===== config.mk =====
export PLATFORM = sky130hd
export DESIGN_NAME = byte_counting_sort_core
export DESIGN_NICKNAME = d
export VERILOG_FILES = /design/src/sv/bcs_pkg.sv /design/src/sv/byte_counting_sort_core.sv /design/src/sv/bcs_hist.sv
export SDC_FILE = /design/constraint.sdc
export NUM_CORES = 1
export LEC_CHECK = 0
export ABC_CLOCK_PERIOD_IN_PS = 9150
export BUFFER_PORTS_ARGS = -buffer_cell sky130_fd_sc_hd__buf_4
export CAP_MARGIN = 5
export CORE_UTILIZATION = 42
export DETAILED_ROUTE_END_ITERATION = 10
export PLACE_DENSITY = 0.54
export SYNTH_ARGS = -nofsm -noshare
export SYNTH_HDL_FRONTEND = slang
export SYNTH_SLANG_ARGS = --single-unit

===== constraint.sdc =====
create_clock -name clk -period 9.15 [get_ports clk]
set_input_delay 0 -clock clk [delete_from_list [all_inputs] [get_ports clk]]
set_output_delay 0 -clock clk [all_outputs]
set_load 0.03 [all_outputs]

===== src/sv/bcs_pkg.sv =====
`timescale 1ns / 1ps
// ----------------------------------------------------------------------------
// bcs_pkg
// shared constants and types for the byte counting sort core
// ----------------------------------------------------------------------------
package bcs_pkg;

  localparam int unsigned NUM_BINS  = 58;
  localparam int unsigned MAX_ITEMS = 64;

  localparam int unsigned BIN_W = (NUM_BINS > 1) ? $clog2(NUM_BINS) : 1;
  localparam int unsigned CNT_W = $clog2(MAX_ITEMS + 1);

  localparam int unsigned SYM_W = 8;
  localparam int unsigned OUT_W = 7;

  localparam logic [SYM_W-1:0] SYM_LOW  = 8'h41;  // 'A'
  localparam logic [SYM_W-1:0] SYM_HIGH = 8'h7A;  // 'z'

  // request from the sequencer to the histogram store
  typedef struct packed {
    logic             rd_en;
    logic [BIN_W-1:0] rd_addr;
    logic             wr_en;
    logic [BIN_W-1:0] wr_addr;
    logic [CNT_W-1:0] wr_data;
    logic             clr;
  } hist_req_t;

endpackage


===== src/sv/byte_counting_sort_core.sv =====
`timescale 1ns / 1ps
// ----------------------------------------------------------------------------
// byte_counting_sort_core
// counting sort of byte symbols 'A'..'z' over one batch
// ----------------------------------------------------------------------------
// usage
//   input transaction: symbol and batch_last are taken at a clock edge where
//   start is high and busy is low. a symbol in range that fits the batch
//   capacity is added to its histogram bin; anything else sets the dropped
//   flag of the batch.
//   a counted byte goes through a bin read, then a bin write back through the
//   shared incrementer; a dropped byte that is not last leaves the core idle.
//   on the byte marked batch_last the core scans the bins in ascending order
//   and emits one result transaction per counted byte, marked by result_stb,
//   one per cycle within a bin's run; each visited bin is read and then
//   checked before its run. busy stays high for the whole scan.
//   a batch that counted nothing gives one result with empty_res set.
//   the final result carries run_last; the histogram, count and dropped flag
//   are cleared at that edge and busy drops in the next cycle.
//   results last exactly one cycle; the receiver cannot stall them.
//   reset (rst, synchronous) clears the histogram via its valid bits at once,
//   so the core is ready in the first cycle after reset.
// ----------------------------------------------------------------------------
module byte_counting_sort_core (
  input  logic                      clk,
  input  logic                      rst,
  input  logic                      start,
  output logic                      busy,
  input  logic [bcs_pkg::SYM_W-1:0] symbol,
  input  logic                      batch_last,
  output logic                      result_stb,
  output logic [bcs_pkg::OUT_W-1:0] sorted_symbol,
  output logic                      run_last,
  output logic                      dropped,
  output logic                      empty_res
);
  import bcs_pkg::*;

  typedef enum logic [2:0] {
    S_IDLE,
    S_UPD,
    S_SCAN_RD,
    S_SCAN_CHK,
    S_EMIT,
    S_EMPTY
  } state_t;

  state_t           state, state_next;
  logic [BIN_W-1:0] bin_q, bin_q_next;       // bin of the byte being counted
  logic             last_q, last_q_next;
  logic [BIN_W-1:0] idx, idx_next;           // scan position
  logic [CNT_W-1:0] rep, rep_next;           // results left in this bin
  logic [CNT_W-1:0] remain, remain_next;     // results left in the batch
  logic [CNT_W-1:0] total, total_next;
  logic             drop_seen, drop_seen_next;

  hist_req_t        req;
  logic [CNT_W-1:0] rd_data;

  // shared incrementer: batch total on accept, bin count on write back
  logic [CNT_W-1:0] inc_a;
  logic [CNT_W-1:0] inc_y;

  // input classification
  logic             accept;
  logic [SYM_W-1:0] sym_off;
  logic             in_range;
  logic             counted;
  logic [SYM_W-1:0] sym_full;

  bcs_hist u_hist (
    .clk     (clk),
    .rst     (rst),
    .req     (req),
    .rd_data (rd_data)
  );

  assign accept   = start && (state == S_IDLE);
  assign sym_off  = symbol - SYM_LOW;
  assign in_range = (symbol >= SYM_LOW) && (symbol <= SYM_HIGH)
                    && ({1'b0, sym_off} < (SYM_W + 1)'(NUM_BINS));
  assign counted  = in_range && (total < CNT_W'(MAX_ITEMS));

  assign inc_a = (state == S_UPD) ? rd_data : total;
  assign inc_y = inc_a + CNT_W'(1);

  always_comb begin
    state_next     = state;
    bin_q_next     = bin_q;
    last_q_next    = last_q;
    idx_next       = idx;
    rep_next       = rep;
    remain_next    = remain;
    total_next     = total;
    drop_seen_next = drop_seen;

    req.rd_en   = 1'b0;
    req.rd_addr = idx;
    req.wr_en   = 1'b0;
    req.wr_addr = bin_q;
    req.wr_data = inc_y;
    req.clr     = 1'b0;

    case (state)
      S_IDLE: begin
        if (accept) begin
          last_q_next = batch_last;
          bin_q_next  = sym_off[BIN_W-1:0];
          idx_next    = '0;
          if (counted) begin
            // fetch the bin now, write it back next cycle
            req.rd_en   = 1'b1;
            req.rd_addr = sym_off[BIN_W-1:0];
            total_next  = inc_y;
            state_next  = S_UPD;
          end else begin
            drop_seen_next = 1'b1;
            if (batch_last) begin
              remain_next = total;
              state_next  = (total == '0) ? S_EMPTY : S_SCAN_RD;
            end
          end
        end
      end

      S_UPD: begin
        req.wr_en   = 1'b1;
        remain_next = total;
        state_next  = last_q ? S_SCAN_RD : S_IDLE;
      end

      S_SCAN_RD: begin
        req.rd_en  = 1'b1;
        state_next = S_SCAN_CHK;
      end

      S_SCAN_CHK: begin
        if (rd_data == '0) begin
          idx_next   = idx + BIN_W'(1);
          state_next = S_SCAN_RD;
        end else begin
          rep_next   = rd_data;
          state_next = S_EMIT;
        end
      end

      S_EMIT: begin
        remain_next = remain - CNT_W'(1);
        rep_next    = rep - CNT_W'(1);
        if (remain == CNT_W'(1)) begin
          // final result: start the next batch from scratch
          req.clr        = 1'b1;
          total_next     = '0;
          drop_seen_next = 1'b0;
          state_next     = S_IDLE;
        end else if (rep == CNT_W'(1)) begin
          idx_next   = idx + BIN_W'(1);
          state_next = S_SCAN_RD;
        end
      end

      S_EMPTY: begin
        req.clr        = 1'b1;
        total_next     = '0;
        drop_seen_next = 1'b0;
        state_next     = S_IDLE;
      end

      default: begin
        state_next = S_IDLE;
      end
    endcase
  end

  always_ff @(posedge clk) begin
    if (rst) begin
      state     <= S_IDLE;
      total     <= '0;
      drop_seen <= 1'b0;
    end else begin
      state     <= state_next;
      total     <= total_next;
      drop_seen <= drop_seen_next;
    end
    bin_q  <= bin_q_next;
    last_q <= last_q_next;
    idx    <= idx_next;
    rep    <= rep_next;
    remain <= remain_next;
  end

  // result ports follow the sequencer registers
  assign sym_full      = SYM_LOW + SYM_W'(idx);
  assign busy          = (state != S_IDLE);
  assign result_stb    = (state == S_EMIT) || (state == S_EMPTY);
  assign sorted_symbol = (state == S_EMIT) ? sym_full[OUT_W-1:0] : '0;
  assign run_last      = (state == S_EMPTY) || (remain == CNT_W'(1));
  assign dropped       = drop_seen;
  assign empty_res     = (state == S_EMPTY);

  // results only come out while the core holds off new transactions
  a_stb_busy: assert property (@(posedge clk) disable iff (rst)
    result_stb |-> busy)
    else $error("result transaction while not busy");

  // the final result of a batch returns the core to ready
  a_last_idle: assert property (@(posedge clk) disable iff (rst)
    (result_stb && run_last) |=> !busy)
    else $error("core still busy after final result");

  // a byte that does not close the batch yields no result
  a_no_early: assert property (@(posedge clk) disable iff (rst)
    (start && !busy && !batch_last) |=> !result_stb)
    else $error("result after a byte that was not last");

  // an empty batch gives a lone, final, zero result
  a_empty: assert property (@(posedge clk) disable iff (rst)
    (result_stb && empty_res) |-> (run_last && (sorted_symbol == '0)))
    else $error("malformed empty-batch result");

endmodule


===== src/sv/bcs_hist.sv =====
`timescale 1ns / 1ps
// ----------------------------------------------------------------------------
// bcs_hist
// histogram store: one bin count per symbol, registered read, bulk clear
// ----------------------------------------------------------------------------
module bcs_hist (
  input  logic                    clk,
  input  logic                    rst,
  input  bcs_pkg::hist_req_t      req,
  output logic [bcs_pkg::CNT_W-1:0] rd_data
);
  import bcs_pkg::*;

  logic [CNT_W-1:0]    mem [NUM_BINS];
  logic [NUM_BINS-1:0] valid;
  logic [CNT_W-1:0]    rd_q;
  logic                rd_v;

  // count storage, no reset
  always_ff @(posedge clk) begin
    if (req.wr_en) begin
      mem[req.wr_addr] <= req.wr_data;
    end
    if (req.rd_en) begin
      rd_q <= mem[req.rd_addr];
      rd_v <= valid[req.rd_addr];
    end
  end

  // per-bin valid bits stand in for a zero fill
  always_ff @(posedge clk) begin
    if (rst || req.clr) begin
      valid <= '0;
    end else if (req.wr_en) begin
      valid[req.wr_addr] <= 1'b1;
    end
  end

  assign rd_data = rd_v ? rd_q : '0;

endmodule


==> results of run 1 <==
[cell usage in the layout, fill, tap and decap left out, types with 7 or more instances in the layout]
cell	n
o22ai_1	13
nor3_1	8
xnor2_1	10
buf_4	43
a21oi_1	21
clkbuf_1	10
mux2i_1	60
xor2_1	7
inv_1	15
nand2b_1	9
mux2_4	7
mux2_2	14
o21ai_0	26
nor2_1	106
or3_1	11
edfxtp_1	441
and3_1	14
a31oi_1	15
o21a_1	62
nand2_1	374
nand3_1	185
clkbuf_16	53
clkinv_1	21
dlygate4sd3_1	9
o311a_1	7
clkinv_2	10
dfxtp_1	69
nand4_1	36
ha_1	7
[metal layers]
layer  wire, um  share of wire  GRT usage
met5          0              0          0
met4       1270          0.022     0.0587
met3       3510          0.062     0.0391
met2      25800           0.46      0.343
met1      25900           0.46      0.322
[metrics by stage]
stage / utilization / std cells
4_1_cts: 0.476 / 2444
5_1_grt: 0.476 / 2444
3_5_place_dp: 0.442 / 2337
6_report: 0.476 / 2444
3_3_place_gp: 0.442 / 2337
2_1_floorplan: - / 1719
[cell families after synthesis]
family / synth area share
AO/OA/AOI/OAI: 0.0725
multiplexers: 0.0431
adder cells (fa/ha/maj): 0.00470
AND/OR/NAND/NOR: 0.159
XOR/XNOR: 0.00904
flip-flops: 0.686
buffers and inverters: 0.0252
[area by class of cell]
cell class,instances,area (um^2),share of cell area
sequential,510,14600,0.614
multi-input combinational,1096,6300,0.265
clock buffer,63,1360,0.0573
tap,672,841,0.0353
timing repair buffer,52,413,0.0173
clock inverter,35,206,0.00867
inverter,16,60.1,0.00252
[worst max-delay path, cell delays in order, from the launching register on]
cell and delay (ns):
dfxtp_1 0.43, nor4b_2 0.88, o31a_1 0.32, a31o_2 0.20
o211a_4 0.80, buf_4 0.81, mux2_2 0.42, a22oi_2 0.18
o221ai_1 0.15, o21ai_1 0.22, nor2_1 0.07, o311a_1 0.29
[power by group]
group | switching (mW) | total (mW) | internal, mW
registers | 0.141 | 2.92 | 2.77
logic | 1.65 | 2.35 | 0.700
clock network | 0.887 | 2.00 | 1.11
[path summary, 6_finish.rpt]
path	startpoint	end	slack (ns)
worst max register to register	state[2]$_SDFFE_PP0P_	u_hist.rd_q[2]$_DFFE_PP_	4.12
worst min register to register	u_hist.valid[12]$_SDFFE_PP0P_	u_hist.valid[12]$_SDFFE_PP0P_	0.46
worst min-delay path	symbol[1]	bin_q[3]$_DFFE_PP_	0.09
worst max-delay path	state[2]$_SDFFE_PP0P_	u_hist.rd_q[2]$_DFFE_PP_	4.12
[flip-flops by register name, indices dropped and copies added, names as in the netlist, 3 cells and up]
| register | cells |
|---|---|
| u_hist.mem | 406 |
| rep | 7 |
| total | 7 |
| idx | 6 |
| bin_q | 6 |
| state | 3 |
| remain | 7 |
| u_hist.valid | 58 |
| u_hist.rd_q | 7 |
==> metrics.cfg, run 1 <==
[critical_path]
critPathCaptureType = flop
worstSetupStartpointType = flop
crit_arrival_ns = 5.38
worstPathRequired_ns = 9.50
reg2reg_depth = 11
crit_fanout = 67
crit_type = flop to flop

[clock_network]
cts_buffer_depth = 3
clk_pin_slew_ns = 0.06
cts_hold_buf = 9
htree_levels = 2
cts_num_sinks = 510
clkLatencyLatePin_ns = 0.60
cts_buffers = 52
cts_tree = built
cts_setup_buffers = 0
cts_root_buf = clkbuf_16
cts.repair.resized = 0

[place]
place_area_um2 = 22100
hpwl_mm = 34.4
place_worst_setup_slack_ns = 4.11
io_buffers = 23
place_congestion = 0.854

[timing]
finalSetupTns_ns = 0
max_freq_ghz = 0.199
report.final.slew_viol_count = 0
grt_setup_unrepaired = false
fin_crit_sh = 0.550
max_slew_margin = 0.160
setup_slack_ns = 4.12
whs_ns = 0.0894
final-hold-violation-count = 0
finalClockSkew_ns = 0.0195
finalSetupViolCount = 0
period_needed_ns = 5.03
tightestPinTransition_ns = 1.26

[logic_synthesis]
synth_seq_area_share = 0.686
synthTopCellsByCount = edfxtp_1 (441), nand2_1 (374), nand3_1 (185), nor2_1 (106), dfxtp_1 (69)
synth-edff-count = 441
syn_inst = 1719
synth.area.top_cells = edfxtp_1 (62%), nand2_1 (6.6%), dfxtp_1 (6.5%), nand3_1 (4.3%), mux2i_1 (2.9%)
synth_top_area_share = 0.621
ys_types = 65
ys_seq_elements = 510
syn_avg_cell_area_um2 = 12.4
synth_area_um2 = 21300
synth_ff_type = edfxtp_1
ys_async_sr_fraction = 0
yosysMostFrequentCell = edfxtp_1
ys_warn_count = 0
yosys.area.top_type = edfxtp_1
synth_nets = 1739

[run_status]
outcome = finished, final reports clean

[floorplan]
chipWidth_um = 227
start_util = 0.426
rows = 82
die_area_um2 = 51600
die_h_um = 227
core_area_um2 = 50100
ioPinCount = 24

[grt]
grt_max_degree = 88
grt_pass1_wl_mm = 84.1
grt_overflow = 0
grt_pass1_vias = 12935
antenna_found_initial = 0
groute.usage.overall = 0.222

[power_and_ir_drop]
ir_worst_vdd_uv = 200
p_leak_nw = 8.11
power.total_mw = 7.26
p_per_area_nw_per_um2 = 305

[cells_and_area]
design_area_um2 = 23800
drive_gt1_frac = 0.0931
fillCellCount = 4598
nets = 1748
antennaDiodeCount = 0
area_growth_pct = 11.7

[route]
drc = 0
drt_iter0_drc = 1470
dr.pass1.iters = 5
wl_per_cell_um = 23.1
dr_total_vias = 13652
drt_wl_total_mm = 56.4
avgViaCountPerCell = 5.59
ant_nets = 0

[worst_hold_path]
hold_class = input pin to flop
holdPathStages = 3

[run]
drv_cap = 0

Power figures use the tool's default switching activity.
==> run 2, diff against run 1 <==
- ABC_CLOCK_PERIOD_IN_PS: 9150 -> 4600
- PLACE_DENSITY: 0.54 -> 0.56
- clock period: 9.15 -> 4.6 ns (I/O delays scaled with it)
==> run 2 against run 1 <==
Combinational power increased by 110%. Power increased by 110%. Global-route usage increased by 0.81 points. Sequential power increased by 98%. Critical path depth decreased by 1. Hold slack improved by 0.037 ns. Largest cell class unchanged. Highest routed layer unchanged.
==> metrics.cfg, run 2 (same netlist as run 1, synthesis figures left out) <==
[cells_and_area]
final_cell_mix = edfxtp_1 (441), nand2_1 (374), nand3_1 (185)  ; unchanged
area_growth_pct = 13.3  ; was 11.7%
ff_latch_area_um2 = 14600  ; unchanged
reg.largest.list = u_hist.mem x406, u_hist.valid x58  ; unchanged
antennaDiodeCount = 0  ; unchanged
fillCellCount = 4519  ; was 4,598
drive_gt1_frac = 0.105  ; was 0.0931
multi_input_area_um2 = 6300  ; about the same
final_util = 0.482  ; was 0.476
final_common_cell = edfxtp_1  ; unchanged
regMostFlops = u_hist.mem  ; unchanged
largest_reg_flops = 406  ; unchanged
nets = 1763  ; was 1,748

[clock_network]
cts_hold_buf = 9  ; unchanged
clk_pin_slew_ns = 0.06  ; about the same
cts_tree = built  ; unchanged
clkLatencyLatePin_ns = 0.61  ; was 0.60 ns
cts.repair.resized = 0  ; unchanged
cts_buffers = 55  ; was 52
cts_num_sinks = 510  ; unchanged
cts_root_buf = clkbuf_16  ; unchanged
cts_buffer_depth = 3  ; unchanged
cts_setup_buffers = 0  ; unchanged
htree_levels = 2  ; unchanged

[timing]
grt_setup_unrepaired = false  ; unchanged
finalSetupTns_ns = 0  ; unchanged
report.final.slew_viol_count = 0  ; unchanged
final-hold-violation-count = 0  ; unchanged
finalSetupViolCount = 0  ; unchanged
max_freq_ghz = 0.239  ; was 0.199 GHz
fin_crit_sh = 0.909  ; was 0.550
finalClockSkew_ns = 0.0149  ; was 0.0195 ns
max_slew_margin = 0.247  ; was 0.160
tightestPinTransition_ns = 1.12  ; was 1.26 ns
period_needed_ns = 4.18  ; was 5.03 ns

[critical_path]
cpPeakStageDelay_ns = 0.73  ; was 0.88 ns
crit_type = flop to flop  ; unchanged
crit_chain = nor3b_1 > and3_1 > nand3_1 > o221ai_4 > buf_4 > buf_4 > a31oi_1 > a21oi_1 > nand2_1 > a31o_2  ; was nor4b_2 > o31a_1 > a31o_2 > o211a_4 > buf_4 > mux2_2 > a22oi_2 > o221ai_1 > o21ai_1 > nor2_1 > o311a_1
crit_top_cell = buf_4
crit_arrival_ns = 4.55  ; was 5.38 ns
critPathCaptureType = flop  ; unchanged
worstSetupStartpointType = flop  ; unchanged
cp-startpoint = total[6]$_SDFFE_PP0P_  ; was state[2]$_SDFFE_PP0P_
r2r_start = total[6]$_SDFFE_PP0P_  ; was state[2]$_SDFFE_PP0P_
slowest_stage = nor3b_1  ; was nor4b_2
crit_fanout = 23  ; was 67
worstPathRequired_ns = 4.97  ; was 9.50 ns

[power_and_ir_drop]
p_per_area_nw_per_um2 = 621  ; was 305 nW/um^2
p_leak_nw = 8.28  ; was 8.11 nW
ir_worst_vdd_uv = 314  ; was 200 uV

[floorplan]
ioPinCount = 24  ; unchanged
die_h_um = 227  ; unchanged
die_area_um2 = 51600  ; unchanged
start_util = 0.426  ; unchanged
rows = 82  ; unchanged
core_area_um2 = 50100  ; unchanged
chipWidth_um = 227  ; unchanged

[grt]
groute.usage.overall = 0.230  ; was 0.222
grt_pass1_wl_mm = 86.8  ; was 84.1 mm
grt_max_degree = 87  ; was 88
antenna_found_initial = 0  ; unchanged
grt_pass1_vias = 13433  ; was 12,935
grt_overflow = 0  ; unchanged

[place]
place_congestion = 0.917  ; was 0.854
hpwl_mm = 36.0  ; was 34.4 mm
io_buffers = 23  ; unchanged

[route]
drt_iter0_drc = 1327  ; was 1,470
ant_nets = 0  ; unchanged
wl_per_cell_um = 23.7  ; was 23.1 um
avgViaCountPerCell = 5.68  ; was 5.59
dr.pass1.iters = 8  ; was 5
drt_wl_total_mm = 58.3  ; was 56.4 mm
drc = 0  ; unchanged
dr_total_vias = 13973  ; was 13,652

[worst_hold_path]
holdCritStartpoint = symbol[1]  ; unchanged
hold_class = input pin to flop  ; unchanged

[run_status]
outcome = finished, final reports clean  ; unchanged

[run]
drv_cap = 0  ; unchanged

[run 2: cell count changes in the layout (fill, tap and decap cells not counted), sizes merged]
cell,previous run,this run
clkinv,31,19
buf,43,55
clkbuf,63,77
clkinvlp,0,1
bufinv,2,3
inv,18,17
[run 2: critical path, delay by kind of cell (launching register included)]
family	cells	cell delay, ns
flip-flops	1	0.39
AND/OR/NAND/NOR	4	1.55
AO/OA/AOI/OAI	4	1.31
buffers and inverters	2	0.67
[run 2: cell type report]
class,instances,area share
inverter,16,0.00249
clock buffer,77,0.0634
tap,672,0.0348
multi-input combinational,1096,0.261
sequential,510,0.606
clock inverter,24,0.00855
timing repair buffer,64,0.0239
[run 2: per-layer routing]
layer | global-route usage | vias to the layer above | part of all wire
met2 | 0.355 | 565 | 0.45
met5 | 0 | - | 0
met1 | 0.316 | 6910 | 0.43
li1 | - | 6371 | -
met4 | 0.0979 | 0 | 0.040
met3 | 0.0459 | 127 | 0.073
[run 2: worst paths after layout]
path	end	depth (start not counted)	slack [ns]
hold / removal	bin_q[1]$_DFFE_PP_	4	0.13
setup / recovery	u_hist.rd_q[0]$_DFFE_PP_	10	0.42
hold reg to reg	u_hist.valid[44]$_SDFFE_PP0P_	1	0.46
setup reg to reg	u_hist.rd_q[0]$_DFFE_PP_	10	0.42
[run 2: power breakdown]
group,switching [mW],internal [mW],total (mW)
Sequential,0.269,5.52,5.79
Clock,1.80,2.48,4.29
Combinational,3.41,1.51,4.92
[run 2: per-stage QoR]
step	setup slack, ns	cell area [um^2]	hold slack [ns]	cells	power (mW)
finish	0.418	24100	0.126	2459	15.0
global placement	0.437	22300	0.210	2349	10.7
CTS	0.397	24100	0.0914	2459	15.0
detailed placement	0.462	22300	0.208	2349	10.7
global route	0.186	24100	0.137	2459	15.6
floorplan	0.955	21300	0.0989	1719	8.92
